## config.mk

```make
export PLATFORM = sky130hd
export DESIGN_NAME = mtc_timecode_assembler
export DESIGN_NICKNAME = d
export VERILOG_FILES = /design/src/hdl/mtc_pkg.sv /design/src/hdl/mtc_decode.sv /design/src/hdl/mtc_timecode_assembler.sv
export SDC_FILE = /design/constraint.sdc
export NUM_CORES = 1
export LEC_CHECK = 0
export BUFFER_PORTS_ARGS = -buffer_cell sky130_fd_sc_hd__buf_2
export CORE_ASPECT_RATIO = 0.75
export CORE_MARGIN = 3
export CORE_UTILIZATION = 46
export CTS_BUF_LIST = sky130_fd_sc_hd__clkbuf_8
export CTS_CLUSTER_SIZE = 24
export DETAILED_ROUTE_END_ITERATION = 6
export GPL_TIMING_DRIVEN = 1
export MAX_ROUTING_LAYER = met4
export PLACE_DENSITY = 0.69
export SLEW_MARGIN = 20
export SYNTH_ARGS = -nofsm -noshare
export SYNTH_HDL_FRONTEND = slang
export SYNTH_HIERARCHICAL = 1
export SYNTH_SLANG_ARGS = --single-unit
```

## constraint.sdc

```tcl
create_clock -name clk -period 5.4 [get_ports clk]
set_input_delay 0 -clock clk [delete_from_list [all_inputs] [get_ports clk]]
set_output_delay 0 -clock clk [all_outputs]
set_load 0.01 [all_outputs]
```

## src/hdl/mtc_pkg.sv

```systemverilog
// Shared types and constants for the MIDI time code assembler.
// No dependencies; imported by mtc_decode and mtc_timecode_assembler.
package mtc_pkg;

  // Message kinds carried on the input tuser
  localparam logic [1:0] OP_QUARTER_FRAME = 2'd0;
  localparam logic [1:0] OP_SYSEX         = 2'd1;

  // Full-frame SysEx header bytes
  localparam logic [7:0] SX_ID_RT     = 8'h7F;
  localparam logic [7:0] SX_DEVICE_ALL = 8'h7F;
  localparam logic [7:0] SX_SUB_MTC   = 8'h01;

  // Last quarter-frame part (carries hours high bit and rate type) and first part
  localparam logic [2:0] PART_LAST  = 3'd7;
  localparam logic [2:0] PART_FIRST = 3'd0;

  localparam int IN_DATA_W  = 64;
  localparam int IN_USER_W  = 2;
  localparam int OUT_DATA_W = 40;

  // One input word, unpacked
  typedef struct packed {
    logic [1:0] opcode;
    logic [7:0] qf_data;
    logic [7:0] sx_id_byte;
    logic [7:0] sx_device_byte;
    logic [7:0] sx_sub_byte;
    logic [7:0] sx_hour_byte;
    logic [7:0] sx_minute_byte;
    logic [7:0] sx_second_byte;
    logic [7:0] sx_frame_byte;
  } item_t;

  // Decoder result towards the output register
  typedef struct packed {
    logic       emit;
    logic [4:0] hours;
    logic [7:0] minutes;
    logic [7:0] seconds;
    logic [7:0] frames;
    logic [2:0] rate_type;
    logic       type_changed;
  } result_t;

endpackage

```

## src/hdl/mtc_decode.sv

```systemverilog
// Quarter-frame nibble store, direction tracking and rate-type change flag.
// Depends on mtc_pkg. Combinational result, state updated on step.
module mtc_decode import mtc_pkg::*; (
  input  logic    clk,
  input  logic    rst,
  input  logic    step,
  input  item_t   item,
  output result_t res
);

  logic [3:0] nibble_store [8];
  logic [3:0] store_new    [8];
  logic [2:0] last_part;
  logic       running_forward;
  logic [2:0] reported_type;
  logic       reported_type_known;

  logic [2:0] part;
  logic [3:0] nib;
  logic       is_qf;
  logic       sx_ok;
  logic       dir_next;
  logic       qf_fire;
  logic [2:0] type_sel;

  assign part  = item.qf_data[6:4];
  assign nib   = item.qf_data[3:0];
  assign is_qf = (item.opcode == OP_QUARTER_FRAME);
  assign sx_ok = (item.opcode == OP_SYSEX) && (item.sx_id_byte == SX_ID_RT) &&
                 (item.sx_device_byte == SX_DEVICE_ALL) &&
                 (item.sx_sub_byte == SX_SUB_MTC);

  // Store as it looks with this word's nibble written in
  always_comb begin
    for (int i = 0; i < 8; i++) begin
      store_new[i] = (part == 3'(i)) ? nib : nibble_store[i];
    end
  end

  // Direction only follows parts 0..6 on both sides
  assign dir_next = (part != PART_LAST && last_part != PART_LAST) ?
                    (last_part < part) : running_forward;
  assign qf_fire  = is_qf && ((dir_next && part == PART_LAST) ||
                              (!dir_next && part == PART_FIRST));

  // Result assembly
  always_comb begin
    res = '0;
    if (sx_ok) begin
      res.emit      = 1'b1;
      res.hours     = item.sx_hour_byte[4:0];
      res.minutes   = item.sx_minute_byte;
      res.seconds   = item.sx_second_byte;
      res.frames    = item.sx_frame_byte;
      res.rate_type = item.sx_hour_byte[7:5];
    end else begin
      res.emit      = qf_fire;
      res.hours     = {store_new[7][0], store_new[6]};
      res.minutes   = {store_new[5], store_new[4]};
      res.seconds   = {store_new[3], store_new[2]};
      res.frames    = {store_new[1], store_new[0]};
      res.rate_type = store_new[7][3:1];
    end
    res.type_changed = !reported_type_known || (reported_type != res.rate_type);
  end

  assign type_sel = res.rate_type;

  // State update
  always_ff @(posedge clk) begin
    if (rst) begin
      for (int i = 0; i < 8; i++) nibble_store[i] <= '0;
      last_part           <= '0;
      running_forward     <= 1'b1;
      reported_type       <= '0;
      reported_type_known <= 1'b0;
    end else if (step) begin
      if (is_qf) begin
        nibble_store[part] <= nib;
        last_part          <= part;
        running_forward    <= dir_next;
      end
      if (res.emit) begin
        reported_type       <= type_sel;
        reported_type_known <= 1'b1;
      end
    end
  end

  // Checks
  a_known_after_emit: assert property (@(posedge clk) disable iff (rst)
    step && res.emit |=> reported_type_known)
    else $error("rate type not marked known after a report");

  a_sysex_emits: assert property (@(posedge clk) disable iff (rst)
    step && sx_ok |-> res.emit)
    else $error("time code SysEx gave no result");

  a_other_keeps_state: assert property (@(posedge clk) disable iff (rst)
    step && item.opcode != OP_QUARTER_FRAME && item.opcode != OP_SYSEX |=>
    $stable(last_part) && $stable(running_forward) && $stable(reported_type))
    else $error("ignored message changed state");

  a_reported_tracks: assert property (@(posedge clk) disable iff (rst)
    step && res.emit |=> reported_type == $past(res.rate_type))
    else $error("reported type not updated");

endmodule

```

## src/hdl/mtc_timecode_assembler.sv

```systemverilog
// Top level of the MIDI time code assembler: input register, decoder, output register.
// Depends on mtc_pkg and mtc_decode.
//
// Takes one classified MIDI time code word per clock cycle. When part 7
// (running forward) or part 0 (running backward) of a quarter-frame set
// arrives, or on a full-frame SysEx (7F 7F 01), the assembled time code is
// loaded into the output register after the word has passed the input register
// and the decoder; m_tvalid comes from the output register. A word whose result
// finds the output register full waits. Words that give no result pass with no output.
// Throughput is one word per cycle. It drops only while the output register
// holds a result that the sink has not taken.
module mtc_timecode_assembler import mtc_pkg::*; (
  input  logic                  clk,
  input  logic                  rst,
  input  logic                  s_tvalid,
  output logic                  s_tready,
  // qf_data, sx_id_byte, sx_device_byte, sx_sub_byte, sx_hour_byte,
  // sx_minute_byte, sx_second_byte, sx_frame_byte
  input  logic [IN_DATA_W-1:0]  s_tdata,
  // opcode
  input  logic [IN_USER_W-1:0]  s_tuser,
  output logic                  m_tvalid,
  input  logic                  m_tready,
  // hours, minutes, seconds, frames, rate_type, type_changed, zero pad
  output logic [OUT_DATA_W-1:0] m_tdata
);

  logic                 in_valid;
  logic [IN_DATA_W-1:0] in_data;
  logic [IN_USER_W-1:0] in_user;
  item_t                item;
  result_t              res;
  logic                 advance;
  logic                 out_free;

  // Input register
  always_ff @(posedge clk) begin
    if (rst) begin
      in_valid <= 1'b0;
    end else if (s_tready) begin
      in_valid <= s_tvalid;
    end
  end

  always_ff @(posedge clk) begin
    if (s_tvalid && s_tready) begin
      in_data <= s_tdata;
      in_user <= s_tuser;
    end
  end

  assign item = '{opcode:         in_user,
                  qf_data:        in_data[7:0],
                  sx_id_byte:     in_data[15:8],
                  sx_device_byte: in_data[23:16],
                  sx_sub_byte:    in_data[31:24],
                  sx_hour_byte:   in_data[39:32],
                  sx_minute_byte: in_data[47:40],
                  sx_second_byte: in_data[55:48],
                  sx_frame_byte:  in_data[63:56]};

  // A word moves on unless its result would overwrite one still waiting
  assign out_free = !m_tvalid || m_tready;
  assign advance  = in_valid && (!res.emit || out_free);
  assign s_tready = !in_valid || advance;

  mtc_decode u_decode (
    .clk  (clk),
    .rst  (rst),
    .step (advance),
    .item (item),
    .res  (res)
  );

  // Output register
  always_ff @(posedge clk) begin
    if (rst) begin
      m_tvalid <= 1'b0;
    end else if (advance && res.emit) begin
      m_tvalid <= 1'b1;
    end else if (m_tready) begin
      m_tvalid <= 1'b0;
    end
  end

  always_ff @(posedge clk) begin
    if (advance && res.emit) begin
      m_tdata <= {7'b0, res.type_changed, res.rate_type, res.frames,
                  res.seconds, res.minutes, res.hours};
    end
  end

  // Checks
  a_no_overwrite: assert property (@(posedge clk) disable iff (rst)
    m_tvalid && !m_tready |-> !(advance && res.emit))
    else $error("pending result overwritten");

  a_in_held: assert property (@(posedge clk) disable iff (rst)
    in_valid && !advance |=> in_valid && $stable(in_data))
    else $error("stalled input word lost");

  a_emit_loads: assert property (@(posedge clk) disable iff (rst)
    advance && res.emit |=> m_tvalid)
    else $error("result not presented");

endmodule
```

==> results of run 1 <==
[final cells by class]
| class | count | share of cell area |
|---|---|---|
| multi-input cells | 239 | 0.187 |
| repair buffers | 175 | 0.168 |
| clock inverters | 15 | 0.0207 |
| clock buffers | 17 | 0.0320 |
| well taps | 162 | 0.0277 |
| flip-flops and latches | 140 | 0.561 |
| inverters | 7 | 0.00359 |
[worst max-delay path, stage by stage, from the launching register on]
cell and delay [ns]:
sky130_fd_sc_hd__edfxtp_1 0.36, sky130_fd_sc_hd__and4b_1 0.22, sky130_fd_sc_hd__and3_1 0.22, sky130_fd_sc_hd__nand2_2 0.07, sky130_fd_sc_hd__buf_4 0.52, sky130_fd_sc_hd__nand3_1 0.28
sky130_fd_sc_hd__nand4b_2 0.18, sky130_fd_sc_hd__and2_2 0.73, sky130_fd_sc_hd__buf_4 0.50
[sequential cells by signal (all words and copies together) (netlist names), 2 cells and up]
name                    count
in_user                     2
u_decode/reported_type      3
u_decode/last_part          3
in_data                    63
m_tdata                    33
u_decode/nibble_store      32
[where the power goes]
group	switching [mW]	internal [mW]	leakage (nW)	total (mW)
clock	0.391	0.410	0.203	0.801
sequential	0.0203	1.23	1.34	1.25
combinational	0.0610	0.0736	1.38	0.135
[worst min path at each step]
stage	start	endpoint	slack, ns	cells past startpoint
2_1_floorplan	rst	in_valid$_SDFFE_PP0P_	0.07	1
3_3_place_gp	s_tdata[50]	in_data[50]$_DFFE_PP_	0.18	1
3_5_place_dp	s_tdata[4]	in_data[4]$_DFFE_PP_	0.18	1
4_1_cts	s_tdata[13]	in_data[13]$_DFFE_PP_	0.25	2
5_1_grt	s_tdata[8]	in_data[8]$_DFFE_PP_	0.25	2
6_report	s_tdata[58]	in_data[58]$_DFFE_PP_	0.28	2
[per-stage QoR]
stage          total power [mW]   util  setup WS, ns  cell area [sq um]  cells
3_3_place_gp               1.36  0.531          2.00               6230    653
2_1_floorplan              1.33      -          1.69               5620    414
6_report                   2.18  0.623          1.94               7320    755
3_5_place_dp               1.37  0.531          1.92               6230    653
5_1_grt                    2.28  0.623          1.65               7320    755
4_1_cts                    2.21  0.623          1.89               7320    755
[metal layers]
metal | GRT usage | up-vias | share of wire
met5 | - | - | 0
met1 | 0.229 | 1776 | 0.44
met4 | 0.0719 | 0 | 0.015
met2 | 0.296 | 130 | 0.49
li1 | - | 1842 | -
met3 | 0.0467 | 14 | 0.061
[what timing repair did]
item | 4_1_cts | 5_1_grt
setup endpoints to repair | 0 | 0
hold buffers | 70 | 0
gates resized for setup | 0 | 0
hold endpoints to repair | 70 | 0
==> flow_summary.toml, run 1 <==
[status]
outcome = "finished clean"

[floorplan]
fp-row-count = 34
dieArea_sq_um = 13500
die_w_um = 133
initial_standard_cell_utilization_of_the_core = 0.477
ioPinCount = 112
core_area_sq_um = 11700
dieHeight_um = 102

[power]
ir_drop_worst_case_vdd_uv = 176
static-leakage-power_nw = 2.93
power-per-cell-area_nw_per_um2 = 298

[sta]
period_needed_ns = 3.46
finalHoldViolations = 0
drv_slew = 0
hold_slack_ns = 0.278
layout_worst_path_cycle_share = 0.642
setup_viol = 0
setup_tns_ns = 0
tightestPinTransition_ns = 1.01
rsz_0062_raised_after_global_routing = "false"
timing.slew.headroom = 0.323
fin_skew_ns = 0.0151
max_clock_freq_mhz = 289

[clock_network]
number_of_sinks_on_the_clock_net = 140
cts_root_buf = "sky130_fd_sc_hd__clkbuf_8"
number_of_buffers_between_clock_root_and_the_deepest_sink = 2
cts_htree_levels = 4
clk_transition_reported_paths_ns = 0.08
cts_inserted_buffers = 17
cts_tree = "yes"
clk-insertion-delay-late_ns = 0.42
cts_setup_buffers = 0

[worst_setup_path]
worst_r2r_endpoint = "in_data[54]$_DFFE_PP_"
cp_data_required_time_ns = 5.47
setup.worst_path.end_class = "flop"
regToRegStartpoint = "in_data[21]$_DFFE_PP_"
critPathMaxFanout = 66
path_class = "reg2reg"
worstSetupStartpointType = "flop"
worstPathArrival_ns = 3.54
cp-endpoint = "in_data[54]$_DFFE_PP_"
r2r_slack_ns = 1.94
reg2reg_depth = 8
crit_path_start = "in_data[21]$_DFFE_PP_"

[drt]
initialDrtViolationCount = 284
drt_wl_total_mm = 11.7
drt_pass1_iterations = 4
detail-route-antenna-nets = 0
drcViolationCount = 0
routed_wire_length_per_instance_um = 15.5
vias_post_dr = 3762
viasPerCell = 4.98

[placed_design]
portbufs = 103
detailed_place_hpwl_mm = 7.17
gp_routability_congestion = 0.860

[hold_path]
holdCritPathClass = "in2reg"

[global_routing]
first_pass_grt_wire_length_mm = 18.6
first_global_vias = 3822
grt_antenna_before_repair = 0
grt.total_usage = 0.185
grt_remaining_overflow = 0
maximum_number_of_pins_on_one_net_before_global_route_repair = 67

[cells_and_area]
flow.area_growth_from_synthesis_pct = 30.7
multiInputGateArea_sq_um = 1370
mostFrequentLayoutCell = "sky130_fd_sc_hd__edfxtp_1"
mostFrequentLayoutCells = "sky130_fd_sc_hd__edfxtp_1, sky130_fd_sc_hd__buf_2, sky130_fd_sc_hd__dlygate4sd3_1, sky130_fd_sc_hd__nor2_1"
layout.area.seq_sq_um = 4100
final_nets = 652
fillCellCount = 910
drive_gt1_frac = 0.241
insertedDiodeCount = 0

[synthesis]
synth-warning-count = 6
syn_avg_cell_area_sq_um = 13.7
syn_area_sq_um = 5600
synthesis.instances = 408

[run]
timing.max_cap.violations = 0
No activity file was read; power rests on OpenSTA's default activity.
==> run 2: changes to the inputs <==
==> constraint.sdc (replaced) <==
create_clock -name clk -period 3.3 [get_ports clk]
set_input_delay 0 -clock clk [delete_from_list [all_inputs] [get_ports clk]]
set_output_delay 0 -clock clk [all_outputs]
set_load 0.01 [all_outputs]
==> run 2 against run 1 <==
- power increased by 65%
- count of clock-buffer cells in the layout is the same
- largest cell class unchanged
- core utilization increased by 0.17 points
- critical endpoint is now u_decode/nibble_store[1][3]$_SDFFCE_PN0P_
==> flow_summary.toml, run 2 (synthesized netlist as in run 1, its figures left out) <==
[drt]
drt_pass1_iterations = 5
drcViolationCount = 0
routed_wire_length_per_instance_um = 15.4
initialDrtViolationCount = 289
detail-route-antenna-nets = 0
vias_post_dr = 3815
drt_wl_total_mm = 11.6
viasPerCell = 5.05

[global_routing]
grt_remaining_overflow = 0
first_global_vias = 3819
grt.total_usage = 0.183
global_route_track_usage_on_met2 = 0.287
grt_antenna_before_repair = 0
met1_usage = 0.235
met3_usage = 0.0616
grt_busiest_layer = "met2"
first_pass_grt_wire_length_mm = 18.5
maximum_number_of_pins_on_one_net_before_global_route_repair = 66

[floorplan]
dieArea_sq_um = 13500
ioPinCount = 112
die_w_um = 133
fp-row-count = 34
core_area_sq_um = 11700
dieHeight_um = 102
initial_standard_cell_utilization_of_the_core = 0.477

[placed_design]
detailed_place_hpwl_mm = 7.16
portbufs = 103
gp_routability_congestion = 0.871
place_worst_setup_slack_ns = 0.377

[worst_setup_path]
setup.worst_path.end_class = "flop"
regToRegStartpoint = "in_data[6]$_DFFE_PP_"
worstPathArrival_ns = 2.99
worstSetupStartpointType = "flop"
crit_path_start = "in_data[6]$_DFFE_PP_"
worst_r2r_endpoint = "u_decode/nibble_store[1][3]$_SDFFCE_PN0P_"
critPathMaxFanout = 12
r2r_slack_ns = 0.37
reg2reg_depth = 10
cp_data_required_time_ns = 3.36
maximum_single_stage_delay_on_the_critical_path_ns = 0.55
path_class = "reg2reg"
worst_path_most_repeated_cell = "sky130_fd_sc_hd__o21ai_0"
timing.critical_path.slowest_stage_cell = "sky130_fd_sc_hd__o21ai_0"
critical_path_cell_list = "inv_1 > ha_1 > a21oi_1 > o21ai_0 > nand4_1 > nand3_1 > a21boi_1 > nand2_1 > buf_4 > o21ai_0"

[sta]
hold_slack_ns = 0.273
finalHoldViolations = 0
timing.slew.headroom = 0.445
fin_skew_ns = 0.0100
layout_worst_path_cycle_share = 0.888
drv_slew = 0
setup_viol = 0
setup_tns_ns = 0
rsz_0062_raised_after_global_routing = "false"
tightestPinTransition_ns = 0.832
layout_setup_ws_ns = 0.371
period_needed_ns = 2.93
max_clock_freq_mhz = 341

[clock_network]
clk-insertion-delay-late_ns = 0.43
cts_tree = "yes"
cts_setup_buffers = 0
cts_htree_levels = 4
number_of_sinks_on_the_clock_net = 140
cts_inserted_buffers = 17
cts_root_buf = "sky130_fd_sc_hd__clkbuf_8"
number_of_buffers_between_clock_root_and_the_deepest_sink = 2
clk_transition_reported_paths_ns = 0.08

[power]
total_power_mw = 3.61
ir_drop_worst_case_vdd_uv = 351
power-per-cell-area_nw_per_um2 = 492
static-leakage-power_nw = 2.93

[cells_and_area]
top_flop_regs = "in_data (63), m_tdata (33), u_decode/nibble_store (32)"
fillCellCount = 925
multiInputGateArea_sq_um = 1370
layout.area.seq_sq_um = 4100
final_nets = 654
mostFrequentLayoutCells = "sky130_fd_sc_hd__edfxtp_1, sky130_fd_sc_hd__buf_2, sky130_fd_sc_hd__dlygate4sd3_1, sky130_fd_sc_hd__nor2_1"
insertedDiodeCount = 0
drive_gt1_frac = 0.244
mostFrequentLayoutCell = "sky130_fd_sc_hd__edfxtp_1"
largest_register_ffs = 63
max_flop_register = "in_data"
flow.area_growth_from_synthesis_pct = 31.1

[hold_path]
holdCritPathClass = "in2reg"
hold_end = "in_user[1]$_DFFE_PP_"
hold_depth = 2
hold_path_startpoint = "s_tuser[1]"

[status]
outcome = "finished clean"

[run]
timing.max_cap.violations = 0
-- run 2: cell count changes in the layout (fill, tap and decap cells not counted) --
cell                            change
sky130_fd_sc_hd__buf_4              +3
sky130_fd_sc_hd__bufinv_16          +1
sky130_fd_sc_hd__clkinv_1           +1
sky130_fd_sc_hd__nor2_1             -1
sky130_fd_sc_hd__dlygate4sd3_1      -1
sky130_fd_sc_hd__nor2_2             +1
sky130_fd_sc_hd__clkinvlp_4         +2
sky130_fd_sc_hd__clkinv_4           -3
sky130_fd_sc_hd__inv_6              -2
-- run 2: per-layer routing --
metal	part of all wire	up-vias	wire, um
met5	0	-	0
met4	0.0054	0	63
met3	0.075	6	878
met2	0.48	146	5600
met1	0.44	1822	5110
li1	-	1841	-
-- run 2: metrics by stage --
stage / instance area, sq um / std cells / utilization
2_1_floorplan: 5620 / 414 / -
3_3_place_gp: 6250 / 656 / 0.533
3_5_place_dp: 6250 / 656 / 0.533
4_1_cts: 7330 / 756 / 0.625
5_1_grt: 7340 / 756 / 0.625
6_report: 7340 / 756 / 0.625
-- run 2: layout make-up --
| class | count | share of cell area |
|---|---|---|
| inverter | 7 | 0.00358 |
| multi-input combinational | 239 | 0.187 |
| tap | 162 | 0.0276 |
| clock buffer | 17 | 0.0319 |
| clock inverter | 14 | 0.0213 |
| timing repair buffer | 177 | 0.170 |
| sequential | 140 | 0.559 |
-- run 2: worst max path at each step --
stage | to | slack (ns) | depth (start not counted)
2_1_floorplan | in_data[0]$_DFFE_PP_ | 0.30 | 8
3_3_place_gp | u_decode/nibble_store[1][2]$_SDFFCE_PN0P_ | 0.48 | 12
3_5_place_dp | u_decode/nibble_store[6][2]$_SDFFCE_PN0P_ | 0.38 | 12
4_1_cts | u_decode/nibble_store[6][2]$_SDFFCE_PN0P_ | 0.33 | 12
5_1_grt | u_decode/nibble_store[6][0]$_SDFFCE_PN0P_ | 0.11 | 12
6_report | u_decode/nibble_store[1][3]$_SDFFCE_PN0P_ | 0.37 | 10
-- run 2: report_power, final --
| group | internal (mW) | switching [mW] | total (mW) | leakage, nW |
|---|---|---|---|---|
| combinational | 0.122 | 0.102 | 0.224 | 1.39 |
| sequential | 2.01 | 0.0331 | 2.04 | 1.34 |
| clock | 0.731 | 0.614 | 1.35 | 0.197 |
| total | 2.86 | 0.749 | 3.61 | 2.93 |
-- run 2: timing repair --
| item | in CTS | in global routing |
|---|---|---|
| endpoints found under the setup margin | 0 | 13 |
| hold endpoints to repair | 72 | 0 |
| resized for setup | 0 | 1 |
| hold buffers | 69 | 0 |
-- run 2: critical path: cells and delay by family, from the launching register on --
kind                       cells  cell delay, ns
adders and majority gates      1            0.33
AOI/OAI and AO/OA              4            1.03
and+or+nand+nor                3            0.37
DFF                            1            0.50
buffers and inverters          2            0.33
==> run 3: changes to the inputs <==
--- a/config.mk
+++ b/config.mk
@@ -12,6 +12,7 @@
 export CTS_BUF_LIST = sky130_fd_sc_hd__clkbuf_8
 export CTS_CLUSTER_SIZE = 24
 export DETAILED_ROUTE_END_ITERATION = 6
+export GPL_ROUTABILITY_DRIVEN = 0
 export GPL_TIMING_DRIVEN = 1
 export MAX_ROUTING_LAYER = met4
 export PLACE_DENSITY = 0.69
==> constraint.sdc (replaced) <==
create_clock -name clk -period 2.8 [get_ports clk]
set_input_delay 0 -clock clk [delete_from_list [all_inputs] [get_ports clk]]
set_output_delay 0 -clock clk [all_outputs]
set_load 0.01 [all_outputs]
==> run 3 against run 2 <==
- count of clock-buffer cells in the layout increased by 1
- clock skew is 0.0033 ns higher
- global-route usage grew 0.66 points
- core utilization up 1.9 points
- sequential share of layout area fell by 1.6 points
- power up 22%
- hold slack got worse by 0.0063 ns
- die area did not move
- cell count up 2.4%
- non-clock buffer count up 17
- via count up 1.8%
- maximum frequency rose by 15%
==> flow_summary.toml, run 3 (synthesized netlist as in run 1, its figures left out) <==
[status]
outcome = "finished clean"

[clock_network]
cts_htree_levels = 4
number_of_buffers_between_clock_root_and_the_deepest_sink = 2
number_of_sinks_on_the_clock_net = 140
cts_tree = "yes"
clk_transition_reported_paths_ns = 0.08
clk-insertion-delay-late_ns = 0.43
cts_root_buf = "sky130_fd_sc_hd__clkbuf_8"
cts_inserted_buffers = 17

[drt]
viasPerCell = 5.02
routed_wire_length_per_instance_um = 15.7
vias_post_dr = 3882
drcViolationCount = 0
detail-route-antenna-nets = 0
initialDrtViolationCount = 271
drt_pass1_iterations = 4
drt_wl_total_mm = 12.2

[floorplan]
fp-row-count = 34
ioPinCount = 112
dieArea_sq_um = 13500
initial_standard_cell_utilization_of_the_core = 0.477
core_area_sq_um = 11700
die_w_um = 133
dieHeight_um = 102

[global_routing]
grt_busiest_layer = "met2"
first_pass_grt_wire_length_mm = 19.0
grt.total_usage = 0.190
grt_remaining_overflow = 0
first_global_vias = 3843
met3_usage = 0.0521
global_route_track_usage_on_met2 = 0.298
met1_usage = 0.238
maximum_number_of_pins_on_one_net_before_global_route_repair = 66
grt_antenna_before_repair = 0

[hold_path]
holdCritPathClass = "in2reg"
hold_end = "in_user[0]$_DFFE_PP_"
hold_depth = 2
hold_path_startpoint = "s_tuser[0]"

[sta]
setup_viol = 0
finalHoldViolations = 0
period_needed_ns = 2.55
layout_worst_path_cycle_share = 0.912
timing.slew.headroom = 0.561
tightestPinTransition_ns = 0.658
drv_slew = 0
hold_slack_ns = 0.267
setup_tns_ns = 0
max_clock_freq_mhz = 392
fin_skew_ns = 0.0133
layout_setup_ws_ns = 0.246

[cells_and_area]
top_flop_regs = "in_data (63), m_tdata (33), u_decode/nibble_store (32)"
drive_gt1_frac = 0.276
insertedDiodeCount = 0
final_nets = 671
flow.area_growth_from_synthesis_pct = 35.0
mostFrequentLayoutCell = "sky130_fd_sc_hd__edfxtp_1"
max_flop_register = "in_data"
mostFrequentLayoutCells = "sky130_fd_sc_hd__edfxtp_1, sky130_fd_sc_hd__buf_2, sky130_fd_sc_hd__dlygate4sd3_1, sky130_fd_sc_hd__nor2_1, sky130_fd_sc_hd__a21oi_1"
fillCellCount = 890
largest_register_ffs = 63

[power]
pwr-share-clk = 0.391
power-per-cell-area_nw_per_um2 = 585
p_comb_frac = 0.065
internal_power_mw = 3.51
static-leakage-power_nw = 3.05
ir_drop_worst_case_vdd_uv = 345
seq_power_share = 0.544
power_switching_share = 0.206
power_switching_mw = 0.909

[placed_design]
detailed_place_hpwl_mm = 7.75
place_worst_setup_slack_ns = 0.125
portbufs = 103

[worst_setup_path]
path_class = "reg2reg"
regToRegStartpoint = "in_data[6]$_DFFE_PP_"
r2r_slack_ns = 0.25
setup.worst_path.end_class = "flop"
worstPathArrival_ns = 2.70
worst_r2r_endpoint = "u_decode/nibble_store[1][2]$_SDFFCE_PN0P_"
critPathMaxFanout = 11
reg2reg_depth = 11
worstSetupStartpointType = "flop"
cp_data_required_time_ns = 2.95

[run]
timing.max_cap.violations = 0
run 3: metal layers:
layer  routed length (um)  vias up
met3                  873       21
li1                     -     1875
met1                 5270     1836
met2                 5840      150
met4                  174        0
met5                    0        -
run 3: metrics by stage:
| step | instance area [sq um] | util | power, mW | cells |
|---|---|---|---|---|
| 2_1_floorplan | 5630 | - | 2.55 | 414 |
| 3_3_place_gp | 6390 | 0.544 | 2.65 | 671 |
| 3_5_place_dp | 6390 | 0.544 | 2.66 | 671 |
| 4_1_cts | 7520 | 0.641 | 4.45 | 773 |
| 5_1_grt | 7550 | 0.643 | 4.59 | 774 |
| 6_report | 7550 | 0.643 | 4.42 | 774 |
run 3: power groups by stage:
stage | Sequential [mW] | Clock [mW] | Combinational, mW
6_report | 2.41 | 1.73 | 0.287
5_1_grt | 2.41 | 1.86 | 0.315
4_1_cts | 2.40 | 1.76 | 0.284
3_5_place_dp | 2.45 | 0 | 0.209
3_3_place_gp | 2.45 | 0 | 0.201
2_1_floorplan | 2.43 | 0 | 0.123
run 3: what timing repair did:
item                                    in CTS  in global routing
hold endpoints to repair                    72                  0
gates resized for setup                      0                  9
endpoints found under the setup margin       0                 59
hold buffers                                70                  0
setup buffers                                0                  1
run 3: cell type report:
cell class | count | area (sq um) | area share
Timing Repair Buffer | 194 | 1400 | 0.185
Sequential cell | 140 | 4100 | 0.543
Multi-Input combinational cell | 239 | 1400 | 0.185
Clock buffer | 18 | 248 | 0.0328
Clock inverter | 14 | 180 | 0.0238
Inverter | 7 | 26.3 | 0.00348
Tap cell | 162 | 203 | 0.0268
run 3: worst max-delay path by stage:
stage / from / endpoint / slack [ns] / cells past startpoint
finish: in_data[6]$_DFFE_PP_ / u_decode/nibble_store[1][2]$_SDFFCE_PN0P_ / 0.25 / 11
CTS: in_data[6]$_DFFE_PP_ / u_decode/nibble_store[1][0]$_SDFFCE_PN0P_ / 0.08 / 11
global placement: in_data[6]$_DFFE_PP_ / u_decode/nibble_store[6][3]$_SDFFCE_PN0P_ / 0.30 / 11
floorplan: in_data[21]$_DFFE_PP_ / u_decode/nibble_store[1][0]$_SDFFCE_PN0P_ / 0.07 / 10
detailed placement: in_data[6]$_DFFE_PP_ / u_decode/nibble_store[1][0]$_SDFFCE_PN0P_ / 0.12 / 11
global route: in_data[6]$_DFFE_PP_ / u_decode/nibble_store[7][2]$_SDFFCE_PN0P_ / -0.02 / 11
run 3: worst max-delay path: stages (launching register included):
cell,delay (ns)
sky130_fd_sc_hd__edfxtp_1,0.47
sky130_fd_sc_hd__inv_2,0.13
sky130_fd_sc_hd__ha_1,0.25
sky130_fd_sc_hd__a21oi_1,0.14
sky130_fd_sc_hd__o21ai_0,0.14
sky130_fd_sc_hd__nand4_1,0.16
sky130_fd_sc_hd__nand3_2,0.13
sky130_fd_sc_hd__a21boi_2,0.18
sky130_fd_sc_hd__nand2_1,0.13
sky130_fd_sc_hd__buf_4,0.21
sky130_fd_sc_hd__o21ai_0,0.17
sky130_fd_sc_hd__buf_4,0.17
